--- src/hdl/nqsc_pkg.sv ---
`default_nettype none
// ----------------------------------------------------------------------------
// nqsc_pkg
// Shared widths and the per-cell control bundle of the n-queens counter.
// ----------------------------------------------------------------------------
package nqsc_pkg;

    localparam int CFG_W = 5;   // board size register
    localparam int COL_W = 4;   // first column field

    // control that the sequencer hands to one row cell
    typedef struct packed {
        logic load;   // take the child masks offered by the upper neighbor
        logic take;   // consume the lowest free column of this row
    } nqsc_cell_ctrl_t;

endpackage
`default_nettype wire

--- src/hdl/nqsc_cell.sv ---
`default_nettype none
// ----------------------------------------------------------------------------
// nqsc_cell
// One board row: holds the column, diagonal and free-column masks of its row
// and offers the masks of the row below to its neighbor every cycle.
// ----------------------------------------------------------------------------
module nqsc_cell #(
    parameter int BOARD = 16
) (
    input  wire logic                      aclk,
    input  wire nqsc_pkg::nqsc_cell_ctrl_t ctrl,
    input  wire logic [BOARD-1:0]          full_mask,
    input  wire logic [BOARD-1:0]          colm_in,
    input  wire logic [BOARD-1:0]          left_in,
    input  wire logic [BOARD-1:0]          right_in,
    input  wire logic [BOARD-1:0]          avail_in,
    output logic      [BOARD-1:0]          colm_out,
    output logic      [BOARD-1:0]          left_out,
    output logic      [BOARD-1:0]          right_out,
    output logic      [BOARD-1:0]          avail_out,
    output logic                           empty
);
    import nqsc_pkg::*;

    logic [BOARD-1:0] colm_reg,  colm_next;
    logic [BOARD-1:0] left_reg,  left_next;
    logic [BOARD-1:0] right_reg, right_next;
    logic [BOARD-1:0] avail_reg, avail_next;
    logic [BOARD-1:0] pick;

    // lowest free column
    assign pick  = avail_reg & (~avail_reg + BOARD'(1));
    assign empty = (avail_reg == '0);

    always_comb begin
        colm_out  = colm_reg | pick;
        left_out  = ((left_reg | pick) << 1) & full_mask;
        right_out = (right_reg | pick) >> 1;
        avail_out = full_mask & ~(colm_out | left_out | right_out);
    end

    always_comb begin
        colm_next  = colm_reg;
        left_next  = left_reg;
        right_next = right_reg;
        avail_next = avail_reg;
        if (ctrl.load) begin
            colm_next  = colm_in;
            left_next  = left_in;
            right_next = right_in;
            avail_next = avail_in;
        end else if (ctrl.take) begin
            avail_next = avail_reg ^ pick;
        end
    end

    always_ff @(posedge aclk) begin
        colm_reg  <= colm_next;
        left_reg  <= left_next;
        right_reg <= right_next;
        avail_reg <= avail_next;
    end

endmodule
`default_nettype wire

--- src/hdl/n_queens_solution_counter_unit.sv ---
`default_nettype none
// ----------------------------------------------------------------------------
// n_queens_solution_counter_unit
// Counts the n-queens placements that complete a fixed queen in row zero.
// ----------------------------------------------------------------------------
// Each transaction on s_ fixes the row-zero queen at s_first_column on a board
// of board_size rows (set by cfg_wr_en/cfg_wr_data, reset 8, clipped to
// MAX_BOARD) and returns one transaction on m_ with the number of complete
// placements, saturating at 2^COUNT_BITS-1. A column not below the board size
// returns count 0 with m_column_invalid set, without a search, by way of the
// done state. The search runs on a chain of MAX_BOARD row cells driven by one
// row pointer: every cycle does exactly one backtracking step, either trying
// the next free column of the current row or stepping back one row. One item
// is searched at a time; a new item is taken as soon as the previous result
// sits in the output register.
module n_queens_solution_counter_unit #(
    parameter int MAX_BOARD  = 16,
    parameter int COUNT_BITS = 24
) (
    input  wire logic                        aclk,
    input  wire logic                        aresetn,
    input  wire logic                        cfg_wr_en,
    input  wire logic [nqsc_pkg::CFG_W-1:0]  cfg_wr_data,
    input  wire logic                        s_valid,
    output logic                             s_ready,
    input  wire logic [nqsc_pkg::COL_W-1:0]  s_first_column,
    output logic                             m_valid,
    input  wire logic                        m_ready,
    output logic      [COUNT_BITS-1:0]       m_solution_count,
    output logic                             m_column_invalid
);
    import nqsc_pkg::*;

    localparam int RW = (MAX_BOARD > 1) ? $clog2(MAX_BOARD) : 1;
    localparam logic [CFG_W-1:0] SIZE_MAX   = CFG_W'(MAX_BOARD);
    localparam logic [CFG_W-1:0] SIZE_RESET = CFG_W'(8);

    typedef enum logic [1:0] {
        ST_IDLE,
        ST_SEARCH,
        ST_DONE
    } state_t;

    state_t                state_reg, state_next;
    logic [CFG_W-1:0]      size_reg, size_next;
    logic [RW-1:0]         row_reg, row_next;
    logic [COUNT_BITS-1:0] count_reg, count_next;
    logic                  invalid_reg, invalid_next;
    logic                  m_valid_reg, m_valid_next;
    logic [COUNT_BITS-1:0] m_count_reg, m_count_next;
    logic                  m_invalid_reg, m_invalid_next;

    logic [CFG_W-1:0]      n_eff;
    logic [MAX_BOARD-1:0]  full_mask;
    logic [MAX_BOARD-1:0]  seed_avail;
    logic                  col_invalid;
    logic                  accept;
    logic                  start;
    logic                  cur_empty;
    logic                  at_last;
    logic                  step_take;
    logic                  step_descend;
    logic [MAX_BOARD-1:0]  empty_vec;
    logic [MAX_BOARD-1:0]  load_vec;

    nqsc_cell_ctrl_t       ctrl [MAX_BOARD];
    logic [MAX_BOARD-1:0]  colm_chain  [MAX_BOARD];
    logic [MAX_BOARD-1:0]  left_chain  [MAX_BOARD];
    logic [MAX_BOARD-1:0]  right_chain [MAX_BOARD];
    logic [MAX_BOARD-1:0]  avail_chain [MAX_BOARD];

    assign n_eff = (size_reg > SIZE_MAX) ? SIZE_MAX : size_reg;

    always_comb begin
        for (int i = 0; i < MAX_BOARD; i++) begin
            full_mask[i] = (CFG_W'(i) < n_eff);
        end
    end

    assign col_invalid = (CFG_W'(s_first_column) >= n_eff);
    assign seed_avail  = MAX_BOARD'(1) << s_first_column;

    assign s_ready = (state_reg == ST_IDLE);
    assign accept  = s_valid && s_ready;
    assign start   = accept && !col_invalid;

    // row zero starts from empty masks with only the fixed column free
    assign colm_chain[0]  = '0;
    assign left_chain[0]  = '0;
    assign right_chain[0] = '0;
    assign avail_chain[0] = seed_avail;

    assign cur_empty    = empty_vec[row_reg];
    assign at_last      = (CFG_W'(row_reg) == n_eff - CFG_W'(1));
    assign step_take    = (state_reg == ST_SEARCH) && !cur_empty;
    assign step_descend = step_take && !at_last;

    always_comb begin
        for (int i = 0; i < MAX_BOARD; i++) begin
            ctrl[i].take = step_take && (row_reg == RW'(i));
            if (i == 0) begin
                ctrl[i].load = start;
            end else begin
                ctrl[i].load = step_descend && (row_reg == RW'(i - 1));
            end
            load_vec[i] = ctrl[i].load;
        end
    end

    for (genvar g = 0; g < MAX_BOARD; g++) begin : g_cell
        if (g < MAX_BOARD - 1) begin : g_link
            nqsc_cell #(
                .BOARD(MAX_BOARD)
            ) u_cell (
                .aclk      (aclk),
                .ctrl      (ctrl[g]),
                .full_mask (full_mask),
                .colm_in   (colm_chain[g]),
                .left_in   (left_chain[g]),
                .right_in  (right_chain[g]),
                .avail_in  (avail_chain[g]),
                .colm_out  (colm_chain[g+1]),
                .left_out  (left_chain[g+1]),
                .right_out (right_chain[g+1]),
                .avail_out (avail_chain[g+1]),
                .empty     (empty_vec[g])
            );
        end else begin : g_tail
            // bottom row never descends, its child masks go nowhere
            nqsc_cell #(
                .BOARD(MAX_BOARD)
            ) u_cell (
                .aclk      (aclk),
                .ctrl      (ctrl[g]),
                .full_mask (full_mask),
                .colm_in   (colm_chain[g]),
                .left_in   (left_chain[g]),
                .right_in  (right_chain[g]),
                .avail_in  (avail_chain[g]),
                .colm_out  (),
                .left_out  (),
                .right_out (),
                .avail_out (),
                .empty     (empty_vec[g])
            );
        end
    end

    always_comb begin
        state_next     = state_reg;
        size_next      = cfg_wr_en ? cfg_wr_data : size_reg;
        row_next       = row_reg;
        count_next     = count_reg;
        invalid_next   = invalid_reg;
        m_valid_next   = m_valid_reg && !m_ready;
        m_count_next   = m_count_reg;
        m_invalid_next = m_invalid_reg;

        case (state_reg)
            ST_IDLE: begin
                if (accept) begin
                    invalid_next = col_invalid;
                    count_next   = '0;
                    row_next     = '0;
                    state_next   = col_invalid ? ST_DONE : ST_SEARCH;
                end
            end
            ST_SEARCH: begin
                if (cur_empty) begin
                    if (row_reg == '0) begin
                        state_next = ST_DONE;
                    end else begin
                        row_next = row_reg - RW'(1);
                    end
                end else if (at_last) begin
                    if (count_reg != '1) begin
                        count_next = count_reg + COUNT_BITS'(1);
                    end
                end else begin
                    row_next = row_reg + RW'(1);
                end
            end
            ST_DONE: begin
                if (!m_valid_reg || m_ready) begin
                    m_valid_next   = 1'b1;
                    m_count_next   = count_reg;
                    m_invalid_next = invalid_reg;
                    state_next     = ST_IDLE;
                end
            end
            default: begin
                state_next = ST_IDLE;
            end
        endcase
    end

    always_ff @(posedge aclk) begin
        if (!aresetn) begin
            state_reg   <= ST_IDLE;
            size_reg    <= SIZE_RESET;
            row_reg     <= '0;
            count_reg   <= '0;
            invalid_reg <= 1'b0;
            m_valid_reg <= 1'b0;
        end else begin
            state_reg   <= state_next;
            size_reg    <= size_next;
            row_reg     <= row_next;
            count_reg   <= count_next;
            invalid_reg <= invalid_next;
            m_valid_reg <= m_valid_next;
        end
        m_count_reg   <= m_count_next;
        m_invalid_reg <= m_invalid_next;
    end

    assign m_valid          = m_valid_reg;
    assign m_solution_count = m_count_reg;
    assign m_column_invalid = m_invalid_reg;

    // a new result only comes out of the done state
    a_result_from_done: assert property (@(posedge aclk) disable iff (!aresetn)
        (m_valid && !$past(m_valid_reg && !m_ready)) |-> $past(state_reg == ST_DONE))
        else $error("result presented without a finished search");

    // an out-of-board column never carries a count
    a_invalid_zero: assert property (@(posedge aclk) disable iff (!aresetn)
        (m_valid && m_column_invalid) |-> (m_solution_count == '0))
        else $error("invalid column result with nonzero count");

    // the row pointer stays on the board while searching
    a_row_on_board: assert property (@(posedge aclk) disable iff (!aresetn)
        (state_reg == ST_SEARCH) |-> (CFG_W'(row_reg) < n_eff))
        else $error("row pointer beyond board size");

    // at most one cell loads per cycle
    a_single_load: assert property (@(posedge aclk) disable iff (!aresetn)
        $onehot0(load_vec))
        else $error("more than one row cell loaded");

endmodule
`default_nettype wire

--- config.mk ---
export PLATFORM = sky130hd
export DESIGN_NAME = n_queens_solution_counter_unit
export DESIGN_NICKNAME = d
export VERILOG_FILES = /design/src/hdl/nqsc_pkg.sv /design/src/hdl/nqsc_cell.sv /design/src/hdl/n_queens_solution_counter_unit.sv
export SDC_FILE = /design/constraint.sdc
export NUM_CORES = 2
export LEC_CHECK = 0
export BUFFER_PORTS_ARGS = -buffer_cell sky130_fd_sc_hd__buf_2
export CORE_UTILIZATION = 35
export DETAILED_ROUTE_END_ITERATION = 8
export SETUP_SLACK_MARGIN = 0.3
export SYNTH_ARGS = -nofsm -noshare
export SYNTH_HDL_FRONTEND = slang
export SYNTH_SLANG_ARGS = --single-unit
--- constraint.sdc ---
create_clock -name aclk -period 6.09 [get_ports aclk]
set_input_delay 0.3045 -clock aclk [delete_from_list [all_inputs] [get_ports aclk]]
set_output_delay 0.3045 -clock aclk [all_outputs]
set_load 0.1 [all_outputs]
### Word level (Yosys, flattened, before mapping)

Index checks and enable logic that the tools add are counted.

| word-level totals | value |
|---|---|
| input port bits | 14 |
| output and inout bits | 27 |
| word-level logic and storage cells | 434 |
| bits in registers | 962 |

| cells by class | value |
|---|---|
| muxes and demuxes | 53 |
| shift operators | 1 |
| bitwise gates (word level) | 165 |
| eq/ne operators | 28 |
| add/subtract/negate cells | 20 |
| magnitude comparators | 19 |
| reductions and logical operators | 82 |

Operator list:

| operator | number |
|---|---|
| $and 16x16->16 | 46 |
| $mux 16 | 32 |
| $not 16->16 | 31 |
| $or 16x16->16 | 29 |
| $add 16x1->16 const B | 16 |
| $logic_not 16->1 | 16 |
| $xor 16x16->16 | 16 |
| $or 16x15->16 | 15 |
| $or 15x16->16 | 14 |
| $or 15x15->15 | 14 |
| $mux 24 | 4 |
| $pmux 24 s2 | 1 |
| $lt 4x5->1 const A | 8 |
| $logic_and 1x1->1 | 36 |
| $reduce_bool 2->1 | 17 |
| $eq 4x4->1 const B | 8 |
| $add 24x1->24 const B | 1 |
| $ne 24x24->1 const B | 1 |
| $lt 3x5->1 const A | 4 |
| $eq 4x3->1 const B | 4 |
| $mux 4 | 4 |
| $shl 1x4->16 const A | 1 |
| $lt 1x5->1 const A | 2 |
| $lt 2x5->1 const A | 2 |
| 27 further kinds | 46 |

### Longest topological paths before layout

| depth | value |
|---|---|
| depth in word-level cells | 10 |
| gate-level depth with buffers | 14 |
| depth with buffers taken out | 11 |

### Cells and area by module

From an unflattened synthesis, not the netlist that was laid out.

| second synthesis, totals | value |
|---|---|
| cells, all modules | 4,358 |
| area total of the unflattened synthesis | 51,405.6 µm² |

By module, submodules not included:

| module | area an instance (µm²) | times used | cells each | sequential area each (µm²) |
|---|---|---|---|---|
| nqsc_cell | 2,976.6 | 16 | 245 | 1,861.8 |
| n_queens_solution_counter_unit | 3,779.9 | 1 | 438 | 1,491.4 |

### Least setup slack after synthesis

OpenSTA, ideal clock, no wires.

| timing path | value |
|---|---|
| kind | flip-flop to flip-flop |
| start | register g_cell[4].g_link.u_cell.avail_reg[11] |
| end | register g_cell[13].g_link.u_cell.avail_reg[0] (enable) |
| setup time | 465 ps |
| period minus slack after synthesis | 3,906 ps |
| arrival | 3,441 ps |
| data required time | 5,625 ps |
| stages on the path, launching flop included | 12 |
| path buffers | 4 |
| path slack | 2,184 ps |
| cells stage by stage | edfxtp_1 > buf_6 > or3_1 > or4_1 > or3_1 > a41o_1 > or3_1 > buf_6 > buf_6 > o21ai_4 > buf_4 > o21ai_0 |

| on the way | value |
|---|---|
| longest elaborated chain between the ends | 8 |
| elaborated cells between the ends (all ways) | 9 |
| those cells by class | 2 x mux; 7 x reduce/logical |

Ends and longest elaborated chain:

| item | line | RTL |
|---|---|---|
| from (decl) | nqsc_cell.sv:28 | `logic [BOARD-1:0] avail_reg, avail_next;` |
| from (signal assigned) | nqsc_cell.sv:61 | `avail_reg <= avail_next;` |
| $logic_not 16->1 * | nqsc_cell.sv:33 | `assign empty = (avail_reg == '0);` |
| $bmux 1 s4 * | n_queens_solution_counter_unit.sv:93 | `assign cur_empty = empty_vec[row_reg];` |
| $mux 1 (not written as such) * | n_queens_solution_counter_unit.sv:93 |  |
| $logic_not 1->1 * | n_queens_solution_counter_unit.sv:95 | `assign step_take = (state_reg == ST_SEARCH) && !cur_empty;` |
| $logic_and 1x1->1 * | n_queens_solution_counter_unit.sv:95 |  |
| $logic_and 1x1->1 | n_queens_solution_counter_unit.sv:96 | `assign step_descend = step_take && !at_last;` |
| $logic_and 1x1->1 | n_queens_solution_counter_unit.sv:104 | `ctrl[i].load = step_descend && (row_reg == RW'(i - 1));` |
| $reduce_bool 2->1 (no source line) * | n/a |  |
| to (signal assigned) | nqsc_cell.sv:61 |  |
| to (decl) | nqsc_cell.sv:28 |  |

Mark *: on every way between the ends. The rest lies on a longest branch, timed or not. The select of a mux whose other input is x is not followed.
A chain may end at the register's enable or synchronous reset.

### Worst setup path after layout

| timing path | value |
|---|---|
| start | register row_reg[0] |
| end | register g_cell[1].g_link.u_cell.left_reg[5] (enable) |

| on the way | value |
|---|---|
| longest elaborated chain between the ends | 6 |
| elaborated cells between the ends (all ways) | 9 |
| those cells by class | 1 x eq/ne; 2 x mux; 6 x reduce/logical |

Ends and longest elaborated chain:

| item | line | RTL |
|---|---|---|
| from (decl) | n_queens_solution_counter_unit.sv:46 | `logic [RW-1:0] row_reg, row_next;` |
| from (signal assigned) | n_queens_solution_counter_unit.sv:208 | `row_reg <= row_next;` |
| $bmux 1 s4 | n_queens_solution_counter_unit.sv:93 |  |
| $mux 1 (not written as such) | n_queens_solution_counter_unit.sv:93 |  |
| $logic_not 1->1 | n_queens_solution_counter_unit.sv:95 |  |
| $logic_and 1x1->1 | n_queens_solution_counter_unit.sv:95 |  |
| $logic_and 1x1->1 | n_queens_solution_counter_unit.sv:96 |  |
| $logic_and 1x1->1 * | n_queens_solution_counter_unit.sv:104 |  |
| to (signal assigned) | nqsc_cell.sv:59 | `left_reg <= left_next;` |
| to (decl) | nqsc_cell.sv:26 | `logic [BOARD-1:0] left_reg, left_next;` |

Marked as above.

==> qor.txt <==
Antenna-violating nets left = 0
Async SR Flop Fraction = 0%
CTS max path bufs = 3
Kind of critical path = flip-flop to flip-flop
Layout cell share with drive strength beyond 1 = 10.98%
Worst slew pin tran = 1.230 ns
Largest net degree at the start of global routing = 46
Slowest-stage cell, CP = inv_1
Area of the core = 118700 um2
Initial core utilization = 35.49%
R2R Path End = g_cell[1].g_link.u_cell.left_reg[5]
Initial antenna violation count = 8
CTS Buf Count = 96
Switching fraction of total power = 24.14%
Vias = 29160
Post-cts sizing count = 0
Seq/Total Area, Yosys = 64.70%
Tot GR Track Use = 18.66%
Logic pwr share = 7.2%
DR WL/cell = 21.76 um
Post-CTS Setup Repair Bufs = 0
Final net count = 3644
Reg2reg start = row_reg[0]
Hold Crit Depth = 3
Hold endpoint = invalid_reg
Clock Power Share = 41.6%
Max_slew headroom = 17.83%
Congestion Overflow GR = 0
Area grow syn2layout = 12.78%
CTS Sinks = 920
Clk Latency, worst-skew pair = 0.68 ns
Met3 WL = 6771 um
Status = complete, no violations
Top delay family on crit path = buffers and inverters
Antenna Cells = 0
Reg2reg path depth = 9
Leak = 16.16 nW
Die W = 348.9 um
Final Skew = 0.03293 ns
Syn Nets = 3573
CTS tree = built
Die height = 348.9 um
Rows = 126
DP Worst Slack = 1.229 ns
Clk root buf = clkbuf_16
Critical Path, Cell by Cell = inv_1 -> nor2_1 -> o311ai_0 -> a32oi_1 -> or3_1 -> buf_4 -> o21ai_4 -> buf_4 -> inv_1
Synth cell types = 76
Worst path bufs/invs = 4
R2r setup slk = 1.23 ns
Crit path max fanout = 33
Seq pwr share = 51.2%
EDFF count, synth = 883
Fin Setup TNS = 0 ns
Detailed Place HPWL = 81450 um
Number of global-route vias before repair = 28360
Top cell type's share of synthesized area = 62.94%
Period utilization = 79.82%
Hold_buf cts = 14
Total Wirelength = 115300 um
Clock slew at reported path FFs = 0.06 ns
Final worst-path setup slack = 1.229 ns
Met2 wire len = 54330 um
Total power = 14.10 mW
Net Switching = 3.405 mW
Most frequent cells in the layout = edfxtp_1, nor2_1, nand2_1
Synth Flop Type = edfxtp_1
Tmin final = 4.861 ns
Met1 wire length = 50700 um
# setup viols final = 0
Residual DRC count = 0
Worst Hold Launch = s_valid
Worst min path class = input port to flip-flop
DR vias/cell = 5.505
Internal = 10.70 mW
RSZ-0062 raised after global routing = false
Avg Inst Size Synth = 11.88 um2
Fin Hold WS = 0.04962 ns
Final hold viol count = 0
Top layer in use = met4
Cell taking the most area after synthesis = edfxtp_1
First-pass GRT wire length = 174300 um
1st-pass router iterations = 6
Cells after Synth = 3547
Final Max Slew Viols = 0
CP startpoint kind = flip-flop
Port Buffers = 40
Max IR drop VDD = 0.0002359 V
YS warnings = 0
Max-Cap Viols = 0
RD Place Congestion = 0.8584
Worst Setup End Kind = flip-flop
DIE AREA = 121700 um2
Commonest non-fill, non-tap cell in the layout = edfxtp_1
Critical Path Stages = 9
Arrival @ worst endpoint = 5.15 ns
WP data required = 6.37 ns
# IOs = 41
Netlist Area Pre-Place = 42130 um2
Crit-path max cell delay = 0.86 ns
H-tree depth = 3
Cells taking the most area after synthesis = edfxtp_1, nor2_1, a21o_1
Largest register FFs = 240
Pwr/cell area = 296.8 nW/um2
First DRT Iteration DRCs = 2603
#FFs+latches synth = 920
Fmax achieved = 205.7 MHz
## per-layer routing
layer | up-vias | GRT usage [%]
met5 | - | 0
met4 | 0 | 5.908
met3 | 182 | 2.544
met2 | 887 | 30.62
met1 | 14470 | 25.50
li1 | 13620 | -
## kinds of logic (layout without fill, tap and decap cells)
kind of cell               count (synthesis)  in the layout  share of synthesized area [%]
and+or+nand+nor                         1583           1583                          19.24
DFF                                      920            920                          64.70
xor gates and xnor gates                   4              4                        0.08318
buffers and inverters                    240            390                          2.522
AOI/OAI and AO/OA                        764            764                          12.52
muxes                                     24             24                         0.5703
adders and majority gates                 12             12                         0.3564
## Yosys cell counts, types with 97 or more instances
cell and count:
edfxtp_1 883, nor2_1 434, nand2_1 265, nand3_1 162
a21o_1 159, a21oi_1 157, nand2b_1 141, o41ai_1 123
nor3_1 116, o21ai_0 112, or2_2 104, clkbuf_1 97
## layout make-up
type	instances	area (um2)
flip-flops and latches	920	27260
repair buffers	133	933.4
inverters	80	300.3
clock buffers	116	2520
clock inverters	61	580.6
fillers	11230	71200
multi-input cells	2387	13920
well taps	1600	2002
## how the worst max path moves through the flow
stage | startpoint | endpoint | slack (ns)
2_1_floorplan | g_cell[4].g_link.u_cell.avail_reg[11] | g_cell[13].g_link.u_cell.avail_reg[0] | 2.18
3_3_place_gp | row_reg[0] | g_cell[1].g_link.u_cell.left_reg[1] | 1.22
6_report | row_reg[0] | g_cell[1].g_link.u_cell.left_reg[5] | 1.23
3_5_place_dp | row_reg[0] | g_cell[1].g_link.u_cell.colm_reg[1] | 1.23
5_1_grt | row_reg[0] | g_cell[1].g_link.u_cell.colm_reg[1] | 0.94
4_1_cts | row_reg[0] | g_cell[1].g_link.u_cell.left_reg[2] | 1.21
## through the flow
step           util [%]  cells  cell area [um2]
2_1_floorplan         -   3547            42130
3_3_place_gp      37.29   5106            44270
3_5_place_dp      37.29   5106            44270
4_1_cts           40.02   5297            47510
5_1_grt           40.02   5297            47510
6_report          40.02   5297            47510
## power by group through the flow
stage | registers [mW] | logic [mW] | clock network (mW)
floorplan | 7.41 | 0.562 | 0
global placement | 7.34 | 0.990 | 0
detailed placement | 7.35 | 0.998 | 0
CTS | 7.21 | 1.01 | 5.97
global route | 7.24 | 1.08 | 6.18
finish | 7.22 | 1.02 | 5.87
## worst reg2reg max path, stage by stage, from the launching register on
cell,delay [ns]
dfxtp_1,0.66
inv_1,0.28
nor2_1,0.65
o311ai_0,0.40
a32oi_1,0.33
or3_1,0.55
buf_4,0.37
o21ai_4,0.09
buf_4,0.24
inv_1,0.88
(Power assumes the default switching activity.)
